$ cat src/hw/rtl/sbmt_pkg.sv
// ============================================================================
// Sparse block map translator package
// Shared types, command codes, result codes and constants for the translator.
// ============================================================================
`default_nettype none

package sbmt_pkg;

  // Map geometry and image constants.
  localparam logic [15:0] MAP_ENTRIES  = 16'd32760;
  localparam logic [41:0] HEADER_BYTES = 42'h8000;
  localparam logic [26:0] MIN_BLOCK    = 27'h800;
  localparam logic [26:0] MAX_BLOCK    = 27'h4000000;
  localparam logic [26:0] RESET_BLOCK  = 27'h800;

  // Restoring divider: one quotient bit per step over the whole offset.
  localparam int          OFFSET_W     = 41;
  localparam logic [5:0]  DIV_LAST     = 6'(OFFSET_W - 1);

  // Item command codes.
  localparam logic CMD_LOAD = 1'b0;
  localparam logic CMD_READ = 1'b1;

  typedef enum logic [2:0] {
    STAT_STORED     = 3'd0,
    STAT_HOLE       = 3'd1,
    STAT_BEYOND     = 3'd2,
    STAT_BAD_BYTE   = 3'd3,
    STAT_FIRST_HOLE = 3'd4,
    STAT_NOT_READY  = 3'd5
  } status_t;

  typedef struct packed {
    logic        command;
    logic [7:0]  map_byte;
    logic [40:0] offset;
    logic [31:0] length;
  } req_word_t;

  typedef struct packed {
    status_t     status;
    logic [41:0] physical_address;
    logic [26:0] segment_length;
  } rsp_word_t;

  typedef enum logic [2:0] {
    ST_IDLE,
    ST_DECODE,
    ST_DIV,
    ST_RANGE,
    ST_MUL,
    ST_FINAL,
    ST_PUSH
  } state_t;

  // Commands from the controller to the datapath.
  typedef struct packed {
    logic capture;
    logic load_exec;
    logic res_not_ready;
    logic div_init;
    logic div_step;
    logic res_beyond;
    logic mem_read;
    logic mul;
    logic res_final;
    logic out_push;
  } cmd_t;

  // Status from the datapath to the controller.
  typedef struct packed {
    logic is_read;
    logic not_ready;
    logic div_last;
    logic beyond;
    logic out_free;
  } sts_t;

endpackage

`default_nettype wire

$ cat src/hw/rtl/sbmt_ctrl.sv
// ============================================================================
// Sparse block map translator controller
// Sequences one word at a time through decode, divide, lookup and result.
// ============================================================================
`default_nettype none

module sbmt_ctrl (
  input  wire           clk,
  input  wire           rst,
  input  wire           req_valid,
  output logic          req_stall,
  output sbmt_pkg::cmd_t cmd,
  input  sbmt_pkg::sts_t sts
);

  sbmt_pkg::state_t state;
  sbmt_pkg::state_t state_next;

  always_ff @(posedge clk) begin
    if (rst) begin
      state <= sbmt_pkg::ST_IDLE;
    end else begin
      state <= state_next;
    end
  end

  always_comb begin
    state_next = state;
    cmd        = '0;
    req_stall  = 1'b1;
    unique case (state)
      sbmt_pkg::ST_IDLE: begin
        req_stall = 1'b0;
        if (req_valid) begin
          cmd.capture = 1'b1;
          state_next  = sbmt_pkg::ST_DECODE;
        end
      end
      sbmt_pkg::ST_DECODE: begin
        if (!sts.is_read) begin
          cmd.load_exec = 1'b1;
          state_next    = sbmt_pkg::ST_PUSH;
        end else if (sts.not_ready) begin
          cmd.res_not_ready = 1'b1;
          state_next        = sbmt_pkg::ST_PUSH;
        end else begin
          cmd.div_init = 1'b1;
          state_next   = sbmt_pkg::ST_DIV;
        end
      end
      sbmt_pkg::ST_DIV: begin
        cmd.div_step = 1'b1;
        if (sts.div_last) begin
          state_next = sbmt_pkg::ST_RANGE;
        end
      end
      sbmt_pkg::ST_RANGE: begin
        if (sts.beyond) begin
          cmd.res_beyond = 1'b1;
          state_next     = sbmt_pkg::ST_PUSH;
        end else begin
          cmd.mem_read = 1'b1;
          state_next   = sbmt_pkg::ST_MUL;
        end
      end
      sbmt_pkg::ST_MUL: begin
        cmd.mul    = 1'b1;
        state_next = sbmt_pkg::ST_FINAL;
      end
      sbmt_pkg::ST_FINAL: begin
        cmd.res_final = 1'b1;
        state_next    = sbmt_pkg::ST_PUSH;
      end
      sbmt_pkg::ST_PUSH: begin
        if (sts.out_free) begin
          cmd.out_push = 1'b1;
          state_next   = sbmt_pkg::ST_IDLE;
        end
      end
      default: begin
        state_next = sbmt_pkg::ST_IDLE;
      end
    endcase
  end

endmodule

`default_nettype wire

$ cat config.mk
export PLATFORM = sky130hd
export DESIGN_NAME = sbmt_ctrl
export DESIGN_NICKNAME = d
export VERILOG_FILES = /design/src/hw/rtl/sbmt_pkg.sv /design/src/hw/rtl/sbmt_ctrl.sv
export SDC_FILE = /design/constraint.sdc
export NUM_CORES = 1
export LEC_CHECK = 0
export ABC_AREA = 1
export BUFFER_PORTS_ARGS = -buffer_cell sky130_fd_sc_hd__buf_2
export CORE_AREA = 8 8 45 47
export DETAILED_ROUTE_END_ITERATION = 7
export DIE_AREA = 0 0 53 55
export GPL_TIMING_DRIVEN = 0
export PLACE_DENSITY = 0.47
export SLEW_MARGIN = 5
export SYNTH_ARGS = -nofsm -noshare
export SYNTH_HDL_FRONTEND = slang
export SYNTH_SLANG_ARGS = --single-unit
$ cat constraint.sdc
create_clock -name clk -period 1.15 [get_ports clk]
set_input_delay 0.0575 -clock clk [delete_from_list [all_inputs] [get_ports clk]]
set_output_delay 0.0575 -clock clk [all_outputs]
set_load 0.02 [all_outputs]
==> results of run 1 <==
[timing repair]
| item | in CTS | in global routing |
|---|---|---|
| setup endpoints to repair | 5 | 9 |
| hold buffers | 1 | 0 |
| buffers inserted | 4 | 2 |
| pin swaps | 4 | 3 |
| hold endpoints to repair | 1 | 0 |
| resized for setup | 14 | 13 |
[power by group]
| group | internal (µW) | leakage [µW] | switching [µW] | total (µW) |
|---|---|---|---|---|
| Clock | 130 | 0.0000150 | 50.1 | 180 |
| Combinational | 441 | 0.000262 | 576 | 1020 |
| Sequential | 180 | 0.0000264 | 80.8 | 260 |
| Total | 751 | 0.000303 | 707 | 1460 |
[metrics by stage]
step	hold WS (ps)	area [µm²]	setup WS, ps
2_1_floorplan	127	315	59.4
3_3_place_gp	245	425	97.9
3_5_place_dp	247	425	100
4_1_cts	183	527	-96.7
5_1_grt	241	572	-114
6_report	186	572	-43.7
[area by class of cell]
cell class                 count  area share [%]
clock buffer                   4            4.60
multi-input combinational     33            38.9
buffer                         1            1.97
timing repair buffer          25            31.7
sequential                     3            12.0
inverter                      11            7.22
tap                           16            3.50
[layout by cell type (no fill, tap or decap)]
cell type,netlist,layout
clkbuf_4,0,3
nor2_1,9,7
buf_2,0,8
dlygate4sd3_1,0,1
nand4_1,2,2
nor3_2,1,2
o21a_1,1,1
nor2_4,1,3
clkbuf_1,0,1
nor2_2,1,1
buf_6,2,4
nand2_1,5,5
o21ai_1,1,1
dfxtp_2,0,1
buf_4,0,13
nor3_4,0,1
inv_2,2,4
nand2_4,0,1
dfxtp_4,0,2
nand3_2,3,3
o211ai_1,1,1
nand3_1,2,2
nand2_2,3,2
inv_1,9,7
nor3_1,3,1
[critical path, delay by kind of cell (launching register included)]
kind                   cells  cell delay (ps)
buffers and inverters      3              330
flip-flops                 1              310
AND/OR/NAND/NOR            3              270
[metal layers]
metal  vias to the layer above  global-route usage (%)  wire (µm)
li1                        208                       -          -
met1                       162                    7.58        342
met2                        14                    10.9        439
met3                         0                    2.41        114
met4                         0                    3.88          0
met5                         -                       0          0
[worst max path at each step]
stage,start,endpoint,slack [ps],cells after the start
5_1_grt,state[0],cmd[6],-110,6
3_3_place_gp,state[0],cmd[6],100,6
6_report,state[0],cmd[6],-40,6
4_1_cts,state[1],cmd[6],-100,7
2_1_floorplan,state[0],cmd[9],60,4
3_5_place_dp,state[0],cmd[6],100,6
[kinds of logic (layout without fill, tap and decap cells)]
family / after synthesis / in the layout / synth area share, %
and+or+nand+nor: 30 / 30 / 53.6
buffers and inverters: 13 / 41 / 20.6
DFF: 3 / 3 / 19.4
AOI/OAI and AO/OA: 3 / 3 / 6.45
==> impl_summary.txt, run 1 <==
----------------------------------------------------
[Floorplanning]
  Initial core utilization ... 22.4%
  DIE AREA ... 2920 µm²
  Number of cell rows ... 14
  DIE WIDTH ... 53 µm
  Core ar. ... 1380 µm²
  I/O pin cnt ... 19
  Vertical die dimension ... 55 µm

[Clocking]
  Number of buffers added by the clock tree synthesis step ... 3
  Clock latency of the later-clocked register in the worst-skew pair ... about 230 ps
  Buffer levels on the longest clock path ... 2
  Number of H-tree levels ... 1
  CTS tree ... done
  Root Buffer ... clkbuf_4
  Clock transition at the registers of the reported paths ... 40 ps
  Number of clock sinks ... 3

[Run]
  Maximum capacitance violations ... 0

[Outcome]
  Status ... finished with violations
  Violations in the final reports ... negative setup slack

[Placement]
  Estimated wirelength of the detail-placed design ... a little under 700 µm
  Placed cells ... 83
  Count of buffers from port buffering ... 18
  Gpl congestion ... 0.699

[Critical path]
  Reg2Reg Setup Slack ... 20 ps
  Critical Path AT ... 1140 ps
  Slowest library cell on the worst path ... dfxtp_2
  Crit path cell chain ... buf_6, nand2_4, nor2_4, inv_2, nor3_2, buf_4
  Delay contributed by the slowest stage of the critical path ... between 300 and 400 ps
  Endpoint of the worst register-to-register path ... state[1]
  Critical path peak fanout ... 6
  Launch point of the worst reg-to-reg path ... state[0]
  Start-to-end type of the worst setup path ... reg -> out
  WP data required ... approximately 1100 ps
  Critical path capture point type ... output port
  Length in cells of the worst reg-to-reg path ... 7
  Type of origin of the critical path ... flip-flop

[Finish]
  Syn-to-layout area delta ... 84.3%
  Top reg by flops ... state
  Largest regs ... state: 3 flops
  Filler Cells Inserted ... roughly 150
  Area occupied by multi-input gates ... around 220 µm²
  Register area ... 68.8 µm²
  Flip-flop count of the largest register after layout ... 3
  Post-layout util ... about two fifths
  Non-Filler Instances ... 93
  Ratio of cells with drive above 1 in the final layout ... about 62%
  Inserted Diodes ... 0
  NumNets Final ... 86

[Pwr]
  Worst voltage drop across the vdd grid ... around 0.00084 V
  Pwr Total ... roughly 1500 µW
  Leakage ... 0.000303 µW
  Power per cell area ... 2550 nW/µm²

[STA]
  Post-layout min period ... 1190 ps
  Remaining max-slew budget at the tightest pin ... 88.2%
  Final critical-path share of the clock period ... 104%
  Number of hold-slack violations in the final timing report ... 0
  Number of slew-limit violations in the final report ... 0
  Worst clock skew ... about 2.3 ps
  Pin slew with the least headroom to its limit ... 176 ps
  Total Neg Setup Slack ... -75.9 ps
  Highest clock rate ... 0.838 GHz
  Post-layout worst setup margin ... -43.7 ps
  RSZ-0062 raised after global routing ... yes
  Final setup violation count ... 3

[GRT]
  Initial antenna violation count ... 0
  Grt total ovfl ... 0
  Wire length of the first global-routing pass ... 1.49 mm
  Vias in the first global route ... 345
  Global router's overall resource usage ... 6.77%
  Maximum number of pins on one net before global-route repair ... 9

[Logic synthesis]
  Number of different library cells in the post-synthesis netlist ... 17
  Number of cells produced by synthesis ... 49
  Ranking of synthesized cells by instance count ... inv_1, nor2_1, nand2_1
  Number of register bits inferred by synthesis ... 3
  Part of the Yosys area used for sequential elements ... 19.4%
  Number of warnings reported in the yosys synthesis log ... 0
  Count of flip-flops with a built-in enable after synthesis ... 0
  Top post-synthesis cells by area ... dfxtp_1, inv_1, nor2_1
  Most used flip-flop cell after synthesis ... dfxtp_1
  Mapped cell area ... 310 µm²
  Syn nets ... 57
  Cell type with the highest aggregate area in the netlist ... dfxtp_1
  Average cell area after synthesis ... 6.33 µm²
  Async set or reset register ratio after synthesis ... 0%
  Area fraction of the dominant cell type after synthesis ... roughly a fifth

[Hold path]
  Hold crit path type ... in -> reg
  Worst hold endpoint ... state[2]
  Hold_sp ... sts[3]
  Worst Hold Depth ... 5

[Route]
  Initial detailed-routing violation count ... 3
  Post-detailed-routing wire length ... roughly 900 µm
  Routed length per instance ... roughly 9.6 µm
  Number of iterations in the first detailed-routing pass ... 4
  Total vias in the final route ... 384
  DR DRC count ... 0
  Post-DR vias/cell ... 4.13
  Antenna violation net count after detailed routing ... 0

----------------------------------------------------
Power figures use the tool's default switching activity.
==> run 2: changes to the inputs <==
--- a/config.mk
+++ b/config.mk
@@ -5,13 +5,12 @@
 export SDC_FILE = /design/constraint.sdc
 export NUM_CORES = 1
 export LEC_CHECK = 0
-export ABC_AREA = 1
 export BUFFER_PORTS_ARGS = -buffer_cell sky130_fd_sc_hd__buf_2
 export CORE_AREA = 8 8 45 47
 export DETAILED_ROUTE_END_ITERATION = 7
 export DIE_AREA = 0 0 53 55
 export GPL_TIMING_DRIVEN = 0
-export PLACE_DENSITY = 0.47
+export PLACE_DENSITY = 0.45
 export SLEW_MARGIN = 5
 export SYNTH_ARGS = -nofsm -noshare
 export SYNTH_HDL_FRONTEND = slang
==> run 2 against run 1 <==
  * Hold slack worse by 150 ps
  * Highest routed layer is now met4
  * Sequential share of layout area is 0.28 points lower
  * Flip-flop and latch count stayed put
  * Clock skew is 2.0 ps lower
  * Largest cell class unchanged
  * Setup slack worse by 190 ps
  * Critical path depth is 3 lower
  * Sequential power is 26% lower
  * Critical path type unchanged
  * Non-clock buffer count stayed put
  * Final cell count is 20% lower
  * Maximum frequency is 13% lower
  * The run still ends with negative setup slack left
  * Largest power group unchanged
==> impl_summary.txt, run 2 <==
----------------------------------------------------
[Route]
  DR DRC count ... 0 (unchanged)
  Initial detailed-routing violation count ... 16 (was 3)
  Routed length per instance ... 13.4 µm (was 9.63 µm)
  Antenna violation net count after detailed routing ... 0 (unchanged)
  Number of iterations in the first detailed-routing pass ... 4 (unchanged)
  Post-detailed-routing wire length ... 989 µm (was 896 µm)
  Total vias in the final route ... 360 (was 384)
  Post-DR vias/cell ... 4.86 (was 4.13)

[STA]
  RSZ-0062 raised after global routing ... yes (unchanged)
  Remaining max-slew budget at the tightest pin ... 72.9% (was 88.2%)
  Final critical-path share of the clock period ... 120% (was 104%)
  Number of hold-slack violations in the final timing report ... 0 (unchanged)
  Pin slew with the least headroom to its limit ... 401 ps (was 176 ps)
  Final setup violation count ... 12 (was 3)
  Number of slew-limit violations in the final report ... 0 (unchanged)
  Worst clock skew ... 0.273 ps (was 2.31 ps)
  Total Neg Setup Slack ... -1110 ps (was -75.9 ps)
  Post-layout worst setup margin ... -230 ps (was -43.7 ps)
  Highest clock rate ... 0.725 GHz (was 0.838 GHz)
  Post-layout min period ... 1380 ps (was 1190 ps)

[Floorplanning]
  Core ar. ... 1380 µm² (unchanged)
  I/O pin cnt ... 19 (unchanged)
  DIE WIDTH ... 53 µm (unchanged)
  Vertical die dimension ... 55 µm (unchanged)
  Number of cell rows ... 14 (unchanged)
  Initial core utilization ... 20.5% (was 22.4%)
  DIE AREA ... 2920 µm² (unchanged)

[Critical path]
  Type of origin of the critical path ... flip-flop (unchanged)
  Critical path peak fanout ... 4 (was 6)
  Delay contributed by the slowest stage of the critical path ... 420 ps (was 310 ps)
  Critical path capture point type ... output port (unchanged)
  Endpoint of the worst register-to-register path ... state[2] (was state[1])
  Reg2Reg Setup Slack ... 0 ps (was 20 ps)
  Slowest library cell on the worst path ... or3b_4 (was dfxtp_2)
  WP data required ... 1090 ps (about the same)
  Crit path cell chain ... or3b_4, nor3b_4, buf_6 (was buf_6, nand2_4, nor2_4, inv_2, nor3_2, buf_4)
  Length in cells of the worst reg-to-reg path ... 5 (was 7)
  Critical Path AT ... 1320 ps (was 1140 ps)
  Kind of cell adding the most delay to the critical path ... simple AND/OR/NAND/NOR gates (was buffers and inverters)
  Launch point of the worst reg-to-reg path ... state[0] (unchanged)
  Start-to-end type of the worst setup path ... reg -> out (unchanged)
  Buffers & Inverters on Critical Path ... 1 (was 3)

[Finish]
  Inserted Diodes ... 0 (unchanged)
  Flip-flop count of the largest register after layout ... 3 (unchanged)
  Ratio of cells with drive above 1 in the final layout ... 75.9% (was 62.3%)
  NumNets Final ... 67 (was 86)
  Filler Cells Inserted ... 146 (was 151)
  Non-Filler Instances ... 74 (was 93)
  Largest regs ... state: 3 flops (unchanged)
  Most frequent standard cell in the layout excluding fill and tap cells ... buf_6 (was buf_4)
  Most frequent cells in the layout ... buf_6, buf_4, buf_2 (was buf_4, buf_2, inv_1, nor2_1, nand2_1)
  Syn-to-layout area delta ... 98.7% (was 84.3%)
  Top reg by flops ... state (unchanged)

[Logic synthesis]
  Number of different library cells in the post-synthesis netlist ... 24 (was 17)
  Top post-synthesis cells by area ... dfxtp_1, and4b_2, nor3b_1 (was dfxtp_1, inv_1, nor2_1)
  Most used flip-flop cell after synthesis ... dfxtp_1 (unchanged)
  Mapped cell area ... 284 µm² (was 310 µm²)
  Number of register bits inferred by synthesis ... 3 (unchanged)
  Number of warnings reported in the yosys synthesis log ... 0 (unchanged)
  Count of flip-flops with a built-in enable after synthesis ... 0 (unchanged)
  Cell type with the highest aggregate area in the netlist ... dfxtp_1 (unchanged)
  Ranking of synthesized cells by instance count ... dfxtp_1, nor2_1, and4b_2, buf_2, nor3b_1 (was inv_1, nor2_1, nand2_1)
  Async set or reset register ratio after synthesis ... 0% (unchanged)
  Syn nets ... 39 (was 57)
  Average cell area after synthesis ... 9.16 µm² (was 6.33 µm²)
  Number of cells produced by synthesis ... 31 (was 49)
  Area fraction of the dominant cell type after synthesis ... 21.1% (was 19.4%)
  Part of the Yosys area used for sequential elements ... 21.1% (was 19.4%)

[Clocking]
  Clock transition at the registers of the reported paths ... 40 ps (about the same)
  Root Buffer ... clkbuf_4 (unchanged)
  Number of H-tree levels ... 1 (unchanged)
  CTS Hold Bufs ... 0 (was 1)
  Number of clock sinks ... 3 (unchanged)
  Clock latency of the later-clocked register in the worst-skew pair ... 240 ps (was 230 ps)
  Number of buffers added by the clock tree synthesis step ... 3 (unchanged)
  Buffer levels on the longest clock path ... 2 (unchanged)
  CTS tree ... done (unchanged)

[Placement]
  Gpl congestion ... 0.702 (was 0.699)
  Placed cells ... 65 (was 83)
  Count of buffers from port buffering ... 18 (unchanged)

[Pwr]
  Worst voltage drop across the vdd grid ... 0.000795 V (was 0.000844 V)
  Leakage ... 0.000269 µW (was 0.000303 µW)
  Power per cell area ... 2070 nW/µm² (was 2550 nW/µm²)

[GRT]
  Wire length of the first global-routing pass ... 1.64 mm (was 1.49 mm)
  Maximum number of pins on one net before global-route repair ... 11 (was 9)
  Global router's overall resource usage ... 7.81% (was 6.77%)
  Grt total ovfl ... 0 (unchanged)
  Vias in the first global route ... 386 (was 345)
  Initial antenna violation count ... 0 (unchanged)

[Hold path]
  Worst hold endpoint ... state[0] (was state[2])
  Hold crit path type ... in -> reg (unchanged)
  Hold_sp ... rst (was sts[3])
  Worst Hold Depth ... 2 (was 5)

[Outcome]
  Status ... finished with violations (unchanged)
  Violations in the final reports ... negative setup slack (unchanged)

[Run]
  Maximum capacitance violations ... 0 (unchanged)

----------------------------------------------------
## run 2: how the worst max path moves through the flow
stage	from	end	cells after the start
after floorplan	state[0]	cmd[7]	2
after global placement	state[0]	cmd[6]	3
after detailed placement	state[0]	cmd[6]	3
after CTS	state[1]	cmd[6]	3
after global routing	state[0]	cmd[6]	3
final	state[1]	cmd[6]	3
## run 2: metal layers
| layer | wire length (µm) | part of all wire, % | track usage, % |
|---|---|---|---|
| met4 | 23 | 2.3 | 7.76 |
| met1 | 379 | 38 | 7.73 |
| met3 | 96 | 9.7 | 3.21 |
| met2 | 490 | 50 | 12.1 |
| met5 | 0 | 0 | 0 |
## run 2: stage by stage
stage	hold slack (ps)	area (µm²)	utilization, %	setup slack [ps]	power [µW]
floorplan	129	295	-	0.254	560
global placement	295	405	29.3	-71.0	704
detailed placement	297	405	29.3	-78.2	704
CTS	40.4	561	40.5	-228	1160
global route	54.8	564	40.8	-275	1240
finish	39.4	564	40.8	-230	1170
## run 2: cell families (layout without fill, tap and decap cells)
| logic type | count (synthesis) | count (layout) | share of synthesized area, % |
|---|---|---|---|
| AO/OA/AOI/OAI | 4 | 4 | 11.9 |
| buffers and inverters | 4 | 31 | 6.61 |
| flip-flops | 3 | 3 | 21.1 |
| multiplexers | 1 | 1 | 3.52 |
| AND/OR/NAND/NOR | 19 | 19 | 56.8 |
## run 2: where the power goes
| part | internal (µW) | total (µW) | switching, µW |
|---|---|---|---|
| clock network | 131 | 195 | 64.1 |
| registers | 155 | 193 | 38.3 |
| logic | 425 | 780 | 355 |
## run 2: final cells by class
class | instances | area, µm² | area share, %
buffer | 2 | 22.5 | 3.99
clock buffer | 4 | 26.3 | 4.66
inverter | 1 | 3.75 | 0.665
multi-input combinational | 24 | 229 | 40.6
sequential | 3 | 66.3 | 11.8
tap | 16 | 20.0 | 3.55
timing repair buffer | 24 | 196 | 34.8
## run 2: timing repair
item	CTS	global route
gates resized for setup	30	1
pin swaps	6	1
setup buffers	6	0
setup endpoints to repair	11	13
endpoints found under the hold margin	0	0
==> run 3: changes to the inputs <==
--- a/config.mk
+++ b/config.mk
@@ -7,6 +7,7 @@
 export LEC_CHECK = 0
 export BUFFER_PORTS_ARGS = -buffer_cell sky130_fd_sc_hd__buf_2
 export CORE_AREA = 8 8 45 47
+export CTS_BUF_LIST = sky130_fd_sc_hd__clkbuf_8
 export DETAILED_ROUTE_END_ITERATION = 7
 export DIE_AREA = 0 0 53 55
 export GPL_TIMING_DRIVEN = 0
==> run 3 against run 2 <==
  * The run still ends with negative setup slack left
  * Clock skew barely moved
  * Hold slack improved by 33 ps
  * Power rose by 13%
  * Critical path type unchanged
==> impl_summary.txt, run 3 (synthesis gave the netlist of run 2 again) <==
----------------------------------------------------
[Outcome]
  Status ... finished with violations (unchanged)
  Violations in the final reports ... negative setup slack (unchanged)

[Placement]
  Placement-stage worst setup slack ... -78.2 ps (unchanged)
  Gpl congestion ... 0.702 (unchanged)
  Dpl cell area ... 405 µm² (unchanged)
  Count of buffers from port buffering ... 18 (unchanged)

[Critical path]
  Launch point of the worst reg-to-reg path ... state[0] (unchanged)
  Critical path peak fanout ... 4 (unchanged)
  WP data required ... 1090 ps (about the same)
  Critical Path AT ... 1290 ps (was 1320 ps)
  Start-to-end type of the worst setup path ... reg -> out (unchanged)
  Critical path capture point type ... output port (unchanged)
  Launching instance or port of the critical path ... state[1] (unchanged)
  Type of origin of the critical path ... flip-flop (unchanged)

[Pwr]
  Internal Power ... 842 µW (was 711 µW)
  Switching share of power ... 36.2% (was 39.1%)
  Power per cell area ... 2180 nW/µm² (was 2070 nW/µm²)
  Register share of total power ... 14.7% (was 16.5%)
  Worst voltage drop across the vdd grid ... 0.000686 V (was 0.000795 V)
  Sw power ... 479 µW (was 457 µW)
  Combinational share of power ... 62.9% (was 66.8%)
  Leakage ... 0.000293 µW (was 0.000269 µW)
  Clock Power Share ... 22.4% (was 16.7%)

[Hold path]
  Hold_sp ... rst (unchanged)
  Hold crit path type ... in -> reg (unchanged)

[Finish]
  Flip-flop count of the largest register after layout ... 3 (unchanged)
  NumNets Final ... 69 (was 67)
  Syn-to-layout area delta ... 113% (was 98.7%)
  Ratio of cells with drive above 1 in the final layout ... 76.7% (was 75.9%)
  Area occupied by multi-input gates ... 229 µm² (unchanged)
  Inserted Diodes ... 0 (unchanged)
  Register area ... 66.3 µm² (unchanged)
  Most frequent cells in the layout ... buf_6, buf_4, buf_2 (unchanged)
  Final design instance area without fill ... 606 µm² (was 564 µm²)
  Filler Cells Inserted ... 136 (was 146)
  Top reg by flops ... state (unchanged)
  Most frequent standard cell in the layout excluding fill and tap cells ... buf_6 (unchanged)
  Largest regs ... state: 3 flops (unchanged)

[Clocking]
  Number of H-tree levels ... 1 (unchanged)
  CTS Hold Bufs ... 0 (unchanged)
  CTS tree ... done (unchanged)
  Clock transition at the registers of the reported paths ... 30 ps (was 40 ps)
  Number of clock sinks ... 3 (unchanged)
  Root Buffer ... clkbuf_8 (was clkbuf_4)
  Clock latency of the later-clocked register in the worst-skew pair ... 210 ps (was 240 ps)
  Buffer levels on the longest clock path ... 2 (unchanged)
  Number of buffers added by the clock tree synthesis step ... 3 (unchanged)

[Route]
  Initial detailed-routing violation count ... 10 (was 16)
  Post-detailed-routing wire length ... 1.03 mm (was 989 µm)
  Routed length per instance ... 13.6 µm (was 13.4 µm)
  Antenna violation net count after detailed routing ... 0 (unchanged)
  Number of iterations in the first detailed-routing pass ... 4 (unchanged)
  Post-DR vias/cell ... 4.71 (was 4.86)
  Total vias in the final route ... 358 (was 360)
  DR DRC count ... 0 (unchanged)

[STA]
  Post-route worst hold slack ... 72.7 ps (was 39.4 ps)
  Worst clock skew ... 0.685 ps (was 0.273 ps)
  RSZ-0062 raised after global routing ... yes (unchanged)
  Final critical-path share of the clock period ... 118% (was 120%)
  Number of slew-limit violations in the final report ... 0 (unchanged)
  Remaining max-slew budget at the tightest pin ... 70.3% (was 72.9%)
  Highest clock rate ... 0.740 GHz (was 0.725 GHz)
  Post-layout min period ... 1350 ps (was 1380 ps)
  Final setup violation count ... 10 (was 12)
  Pin slew with the least headroom to its limit ... 439 ps (was 401 ps)
  Post-layout worst setup margin ... -202 ps (was -230 ps)
  Number of hold-slack violations in the final timing report ... 0 (unchanged)

[GRT]
  Met1 usage in global routing ... 7.88% (was 7.73%)
  Vias in the first global route ... 394 (was 386)
  Wire length of the first global-routing pass ... 1.70 mm (was 1.64 mm)
  Met3 GRT Util ... 4.01% (was 3.21%)
  Most Used Layer, Global Route ... met2 (unchanged)
  Grt total ovfl ... 0 (unchanged)
  Met2 usage ... 12.7% (was 12.1%)
  Maximum number of pins on one net before global-route repair ... 11 (unchanged)
  Initial antenna violation count ... 0 (unchanged)
  Global router's overall resource usage ... 8.19% (was 7.81%)

[Floorplanning]
  Initial core utilization ... 20.5% (unchanged)
  Core ar. ... 1380 µm² (unchanged)
  DIE AREA ... 2920 µm² (unchanged)
  DIE WIDTH ... 53 µm (unchanged)
  Number of cell rows ... 14 (unchanged)
  Vertical die dimension ... 55 µm (unchanged)
  I/O pin cnt ... 19 (unchanged)

[Run]
  Maximum capacitance violations ... 0 (unchanged)

----------------------------------------------------
run 3: cell type report:
cell class / instances / share of cell area, %
clock buffer: 3 / 6.82
sequential: 3 / 11.0
tap: 16 / 3.31
inverter: 1 / 0.620
timing repair buffer: 26 / 36.2
buffer: 2 / 3.72
multi-input combinational: 24 / 37.8
clock inverter: 1 / 0.620
run 3: power groups by stage:
stage,clock (µW),sequential [µW],combinational (µW)
3_5_place_dp,0,190,514
6_report,296,194,831
5_1_grt,320,201,884
3_3_place_gp,0,190,514
4_1_cts,302,191,767
2_1_floorplan,0,172,388
run 3: per-stage QoR:
step,util (%),cells,setup TNS [ps],total power [µW]
3_5_place_dp,29.3,65,-127,704
3_3_place_gp,29.3,65,-112,704
2_1_floorplan,-,31,0,560
6_report,43.8,76,-877,1320
5_1_grt,43.8,76,-1460,1410
4_1_cts,41.7,74,-800,1260
run 3: critical path: stages (launching register included):
cell     delay [ps]
dfxtp_4         340
or3b_4          420
nor3b_4         190
buf_6           140
run 3: what timing repair did:
action / CTS / global route
endpoints found under the setup margin: 11 / 13
resized for setup: 29 / 4
buffers inserted: 6 / 2
pin swaps: 6 / 2
run 3: final timing paths:
| check | slack (ps) | to | cells past startpoint |
|---|---|---|---|
| worst max register to register | -70 | state[1] | 4 |
| worst max-delay path | -200 | cmd[6] | 3 |
| worst min-delay path | 70 | state[0] | 2 |
| worst min register to register | 590 | state[0] | 2 |
run 3: layer usage:
layer  up-vias  wire length [µm]
met1       165               403
met4         0                 0
met3         0                97
met2        16               530
met5         -                 0
li1        177                 -
